## config.mk

```make
export PLATFORM = sky130hd
export DESIGN_NAME = calu_core
export DESIGN_NICKNAME = d
export VERILOG_FILES = /design/src/calu_pkg.sv /design/src/calu_core.sv
export SDC_FILE = /design/constraint.sdc
export NUM_CORES = 1
export LEC_CHECK = 0
export BUFFER_PORTS_ARGS = -buffer_cell sky130_fd_sc_hd__buf_4
export CAP_MARGIN = 40
export CORE_ASPECT_RATIO = 1.25
export CORE_UTILIZATION = 40
export DETAILED_ROUTE_END_ITERATION = 10
export PLACE_DENSITY = 0.64
export SYNTH_ARGS = -nofsm -noshare
export SYNTH_HDL_FRONTEND = slang
export SYNTH_SLANG_ARGS = --single-unit
```

## constraint.sdc

```tcl
create_clock -name vclk -period 12.4
set_input_delay 3.72 -clock vclk [all_inputs]
set_output_delay 3.72 -clock vclk [all_outputs]
set_load 0.02 [all_outputs]
```

## src/calu_pkg.sv

```systemverilog
`default_nettype none

package calu_pkg;

   // Operation codes carried in the req_type field.
   typedef enum logic [4:0] {
      OP_ADD   = 5'd0,
      OP_ADC   = 5'd1,
      OP_SUB   = 5'd2,
      OP_SBC   = 5'd3,
      OP_AND   = 5'd4,
      OP_OR    = 5'd5,
      OP_XOR   = 5'd6,
      OP_CP    = 5'd7,
      OP_INC   = 5'd8,
      OP_DEC   = 5'd9,
      OP_RLC   = 5'd10,
      OP_RRC   = 5'd11,
      OP_RL    = 5'd12,
      OP_RR    = 5'd13,
      OP_SLA   = 5'd14,
      OP_SRA   = 5'd15,
      OP_SRL   = 5'd16,
      OP_SWAP  = 5'd17,
      OP_BIT   = 5'd18,
      OP_SET   = 5'd19,
      OP_RES   = 5'd20,
      OP_DAA   = 5'd21,
      OP_CPL   = 5'd22,
      OP_CCF   = 5'd23,
      OP_SCF   = 5'd24,
      OP_RLCA  = 5'd25,
      OP_RRCA  = 5'd26,
      OP_RLA   = 5'd27,
      OP_RRA   = 5'd28,
      OP_ADD16 = 5'd29,
      OP_ADDSP = 5'd30
   } op_type;

   // Decimal adjust constants.
   localparam logic [7:0] DAA_ADJ_HI   = 8'h60;
   localparam logic [7:0] DAA_ADJ_LO   = 8'h06;
   localparam logic [7:0] DAA_LIMIT_HI = 8'h99;
   localparam logic [3:0] DAA_LIMIT_LO = 4'h9;

   // Payload of one request transaction.
   typedef struct packed {
      logic [4:0]  req_type;
      logic [15:0] operand_a;
      logic [15:0] operand_b;
      logic [2:0]  bit_index;
      logic        zero_in;
      logic        subtract_in;
      logic        half_in;
      logic        carry_in;
   } req_payload_type;

   // Payload of one response transaction.
   typedef struct packed {
      logic [15:0] result;
      logic        zero_out;
      logic        subtract_out;
      logic        half_out;
      logic        carry_out;
   } rsp_payload_type;

endpackage

`default_nettype wire

```

## src/calu_core.sv

```systemverilog
`default_nettype none

module calu_core
   import calu_pkg::*;
(
   input  wire req_payload_type req,
   output rsp_payload_type      rsp
);

   op_type      op;
   logic [15:0] a16;
   logic [15:0] b16;
   logic [7:0]  a;
   logic [7:0]  b;
   logic        add_cin;
   logic        sub_cin;
   logic [8:0]  sum9;
   logic [4:0]  hsum;
   logic [8:0]  diff9;
   logic [4:0]  hdiff;
   logic [16:0] sum17;
   logic [12:0] hsum12;
   logic [15:0] offset16;
   logic [7:0]  bit_mask;
   logic        daa_hi;
   logic        daa_lo;
   logic [7:0]  daa_adj;
   logic [7:0]  r8;
   logic        is_byte;

   assign op  = op_type'(req.req_type);
   assign a16 = req.operand_a;
   assign b16 = req.operand_b;
   assign a   = a16[7:0];
   assign b   = b16[7:0];

   // Shared adders: byte add and subtract with their nibble carries.
   assign add_cin = (op == OP_ADC) & req.carry_in;
   assign sub_cin = (op == OP_SBC) & req.carry_in;
   assign sum9    = {1'b0, a} + {1'b0, b} + {8'h00, add_cin};
   assign hsum    = {1'b0, a[3:0]} + {1'b0, b[3:0]} + {4'h0, add_cin};
   assign diff9   = {1'b0, a} - {1'b0, b} - {8'h00, sub_cin};
   assign hdiff   = {1'b0, a[3:0]} - {1'b0, b[3:0]} - {4'h0, sub_cin};

   // Sixteen-bit adds: register pair add and stack pointer offset.
   assign sum17    = {1'b0, a16} + {1'b0, b16};
   assign hsum12   = {1'b0, a16[11:0]} + {1'b0, b16[11:0]};
   assign offset16 = {{8{b[7]}}, b};

   assign bit_mask = 8'h01 << req.bit_index;

   // Decimal adjust: correction chosen from the flags and the digits.
   assign daa_hi  = req.carry_in | (a > DAA_LIMIT_HI);
   assign daa_lo  = req.half_in | (a[3:0] > DAA_LIMIT_LO);
   assign daa_adj = req.subtract_in
                    ? ((req.carry_in ? DAA_ADJ_HI : 8'h00) | (req.half_in ? DAA_ADJ_LO : 8'h00))
                    : ((daa_hi ? DAA_ADJ_HI : 8'h00) | (daa_lo ? DAA_ADJ_LO : 8'h00));

   // Operation select. Flags default to the incoming ones, the result to
   // the first operand; byte operations zero the upper byte.
   always_comb begin
      r8               = a;
      is_byte          = 1'b1;
      rsp.result       = a16;
      rsp.zero_out     = req.zero_in;
      rsp.subtract_out = req.subtract_in;
      rsp.half_out     = req.half_in;
      rsp.carry_out    = req.carry_in;
      case (op)
         OP_ADD, OP_ADC: begin
            r8               = sum9[7:0];
            rsp.subtract_out = 1'b0;
            rsp.half_out     = hsum[4];
            rsp.carry_out    = sum9[8];
         end
         OP_SUB, OP_SBC, OP_CP: begin
            r8               = diff9[7:0];
            rsp.subtract_out = 1'b1;
            rsp.half_out     = hdiff[4];
            rsp.carry_out    = diff9[8];
         end
         OP_AND: begin
            r8               = a & b;
            rsp.subtract_out = 1'b0;
            rsp.half_out     = 1'b1;
            rsp.carry_out    = 1'b0;
         end
         OP_OR: begin
            r8               = a | b;
            rsp.subtract_out = 1'b0;
            rsp.half_out     = 1'b0;
            rsp.carry_out    = 1'b0;
         end
         OP_XOR: begin
            r8               = a ^ b;
            rsp.subtract_out = 1'b0;
            rsp.half_out     = 1'b0;
            rsp.carry_out    = 1'b0;
         end
         OP_INC: begin
            r8               = a + 8'd1;
            rsp.subtract_out = 1'b0;
            rsp.half_out     = (a[3:0] == 4'hf);
         end
         OP_DEC: begin
            r8               = a - 8'd1;
            rsp.subtract_out = 1'b1;
            rsp.half_out     = (a[3:0] == 4'h0);
         end
         OP_RLC, OP_RLCA: begin
            r8            = {a[6:0], a[7]};
            rsp.carry_out = a[7];
         end
         OP_RRC, OP_RRCA: begin
            r8            = {a[0], a[7:1]};
            rsp.carry_out = a[0];
         end
         OP_RL, OP_RLA: begin
            r8            = {a[6:0], req.carry_in};
            rsp.carry_out = a[7];
         end
         OP_RR, OP_RRA: begin
            r8            = {req.carry_in, a[7:1]};
            rsp.carry_out = a[0];
         end
         OP_SLA: begin
            r8            = {a[6:0], 1'b0};
            rsp.carry_out = a[7];
         end
         OP_SRA: begin
            r8            = {a[7], a[7:1]};
            rsp.carry_out = a[0];
         end
         OP_SRL: begin
            r8            = {1'b0, a[7:1]};
            rsp.carry_out = a[0];
         end
         OP_SWAP: begin
            r8               = {a[3:0], a[7:4]};
            rsp.subtract_out = 1'b0;
            rsp.half_out     = 1'b0;
            rsp.carry_out    = 1'b0;
         end
         OP_BIT: begin
            is_byte          = 1'b0;
            rsp.zero_out     = ~|(a & bit_mask);
            rsp.subtract_out = 1'b0;
            rsp.half_out     = 1'b1;
         end
         OP_SET: r8 = a | bit_mask;
         OP_RES: r8 = a & ~bit_mask;
         OP_DAA: begin
            r8            = req.subtract_in ? (a - daa_adj) : (a + daa_adj);
            rsp.half_out  = 1'b0;
            rsp.carry_out = req.subtract_in ? req.carry_in : daa_hi;
         end
         OP_CPL: begin
            r8               = ~a;
            rsp.subtract_out = 1'b1;
            rsp.half_out     = 1'b1;
         end
         OP_CCF: begin
            is_byte          = 1'b0;
            rsp.subtract_out = 1'b0;
            rsp.half_out     = 1'b0;
            rsp.carry_out    = ~req.carry_in;
         end
         OP_SCF: begin
            is_byte          = 1'b0;
            rsp.subtract_out = 1'b0;
            rsp.half_out     = 1'b0;
            rsp.carry_out    = 1'b1;
         end
         OP_ADD16: begin
            is_byte          = 1'b0;
            rsp.result       = sum17[15:0];
            rsp.subtract_out = 1'b0;
            rsp.half_out     = hsum12[12];
            rsp.carry_out    = sum17[16];
         end
         OP_ADDSP: begin
            is_byte          = 1'b0;
            rsp.result       = a16 + offset16;
            rsp.zero_out     = 1'b0;
            rsp.subtract_out = 1'b0;
            rsp.half_out     = hsum[4];
            rsp.carry_out    = sum9[8];
         end
         default: is_byte = 1'b0;
      endcase

      // Byte results and the zero flag of the byte operations.
      if (is_byte) begin
         rsp.result = {8'h00, r8};
      end
      case (op)
         OP_SET, OP_RES, OP_CPL: ;
         OP_RLCA, OP_RRCA, OP_RLA, OP_RRA: begin
            rsp.zero_out = 1'b0;
            rsp.subtract_out = 1'b0;
            rsp.half_out     = 1'b0;
         end
         OP_RLC, OP_RRC, OP_RL, OP_RR, OP_SLA, OP_SRA, OP_SRL: begin
            rsp.zero_out     = (r8 == 8'h00);
            rsp.subtract_out = 1'b0;
            rsp.half_out     = 1'b0;
         end
         default: begin
            if (is_byte) begin
               rsp.zero_out = (r8 == 8'h00);
            end
         end
      endcase

      // Compare keeps the first operand as its result.
      if (op == OP_CP) begin
         rsp.result = a16;
      end
   end

endmodule

`default_nettype wire

```

==> impl_metrics.ini <==
[outcome]
status = finished clean

[die]
dieArea_sq_um = 11050
start_util_pct = 41.63
core_area_sq_um = 10210
num_rows = 41
io_pins = 64
die_y_um = 117.3
die_width_um = 94.20

[power]
power.leakage_uw = 0.001926
power_density_nw_per_um2 = 52.17
ir_drop_v = 0.00002391

[final_layout]
diodes = 0
final-seq-area_sq_um = 0
final_util_pct = 46.23
drive_above_1_share_pct = 12.28
clock_buffers = 0
multiInputGateArea_sq_um = 3923
area_delta_synth_final_pct = 11.04
fin_nets = 766
nFillCells = 1085
seq_cells = 0
fin_area_sq_um = 4720
final_common_cell = buf_4
layout_common_cells = buf_4, a21oi_1, o21ai_0

[synth]
yosysTopAreaCellShare_pct = 13.54
synth_fp_nets = 738
yosysWarnings = 0
netlist_area_sq_um = 4250
synth_top_area_cell = ha_1
synthDistinctLibCells = 79
avgSynthCellArea_sq_um = 6.620
syn_inst = 642
ys_seq_area_share_pct = 0
synthTopCellsByArea = ha_1, a21oi_1, o21ai_0, xnor2_1, nor2_1

[timing]
final_hold_viol_count = 0
grt_setup_unrepaired = false
slew_viol_final = 0
clock.fmax_mhz = 86.42
finalCriticalPeriod_ps = 11570
fin_crit_sh_pct = 93.31
fin_setup_tns_ps = 0
setup_viol = 0
hold_ws_ps = 7794
worstMarginPinSlew_ps = 871.7
max-slew-margin-rel_pct = 41.57

[drt]
drt-vias-per-instance = 6.742
drc = 0
drt_iter0_markers = 542
vias = 5373
drtAntennaViolNets = 0
routedWlPerCell_um = 23.03
wirelength_mm = 18.36
drt_pass1_iterations = 7

[clock_tree]
cts_hold_buf = 0
cts_resized = 0
cts_setup_buffers = 0

[setup_path]
cp-start-kind = primary input
path_class = in2out
crit_fanout = 51
end_kind = output port
cp.required_ps = 8680
critPathArrivalTime_ps = 7850

[place]
placed_cell_area_sq_um = 4720
hpwl_mm = 14.40
portBuffers = 64
place.gp.congestion = 1.005

[grt]
grt_pass1_wl_mm = 27.88
antenna_found_initial = 0
grt_util_all_layers_pct = 33.10
grt_max_degree = 55
grt_overflow = 0
grt_pass1_vias = 4922

[job]
drv_cap = 0

[min_path]
worstHoldPathType = in2out
min_path_cells = 3
[path summary, 6_finish.rpt]
path / start / end / slack (ps)
hold / removal: req[36] / rsp[17] / 7790
setup / recovery: req[43] / rsp[3] / 830
[per-stage QoR]
| stage | std cells | power [uW] | worst slack (ps) |
|---|---|---|---|
| finish | 797 | 246.2 | 829.2 |
| floorplan | 642 | 162.1 | 1126 |
| global placement | 794 | 237.6 | 1248 |
| global route | 797 | 264.6 | 479.6 |
| detailed placement | 797 | 240.0 | 959.8 |
| CTS | 797 | 241.1 | 948.4 |
[layer usage]
layer	part of all wire, %	track usage [%]
met1	39	39.57
met2	47	56.96
met3	7.5	4.199
met4	6.3	18.56
met5	0	0
[report_power, final]
part,leakage [uW],switching [uW],total [uW],internal [uW]
Combinational,0.00193,150,246,96.3
Sequential,0,0,0,0
Clock,0,0,0,0
[cell type report]
type,count,share of cell area [%]
Multi-Input combinational cell,564,83.11
Timing Repair Buffer,67,10.52
Tap cell,129,3.420
Inverter,37,2.943
[logic make-up (layout without fill, tap and decap cells)]
group                      after synthesis  after routing  synth area share, %
AOI/OAI and AO/OA                      238            238                37.24
xor gates and xnor gates                37             37                7.624
adders and majority gates               52             52                16.37
buffers and inverters                   78            104                7.713
muxes                                    7              7                1.649
and+or+nand+nor                        230            230                29.41
[synth_stat cells, types with 4 or more instances]
| cell | number |
|---|---|
| a21oi_1 | 57 |
| o21ai_0 | 50 |
| ha_1 | 46 |
| nor2_1 | 45 |
| nand2_1 | 44 |
| inv_1 | 36 |
| nor3_1 | 26 |
| xnor2_1 | 26 |
| clkbuf_1 | 24 |
| nand3_1 | 19 |
| nand2b_1 | 17 |
| nor2b_1 | 14 |
| o211ai_1 | 14 |
| o22ai_1 | 12 |
| xor2_1 | 11 |
| buf_2 | 10 |
| nor4_1 | 9 |
| a21o_1 | 8 |
| or3_1 | 8 |
| a22oi_1 | 7 |
| mux2i_1 | 7 |
| nand4_1 | 7 |
| a211o_1 | 6 |
| a31oi_1 | 6 |
| fa_1 | 6 |
| nand3b_1 | 6 |
| o21ai_1 | 6 |
| a211oi_1 | 5 |
| a222oi_1 | 5 |
| o21bai_1 | 5 |
| o31ai_1 | 5 |
| o32ai_1 | 5 |
| a32oi_1 | 4 |
| and2_1 | 4 |
| o2111ai_1 | 4 |
[worst max-delay path, stage by stage]
cell	delay, ps
buf_4	390
nand2_1	360
nor2_1	230
nand2_1	220
o21ai_0	470
o21bai_1	210
ha_1	320
a21o_1	220
a31o_2	240
xor2_1	140
nand2_1	60
o2111ai_1	110
o32ai_1	460
nor4b_2	290
a41o_1	240
buf_4	150
Note: power is estimated with default switching activity, not from simulation.
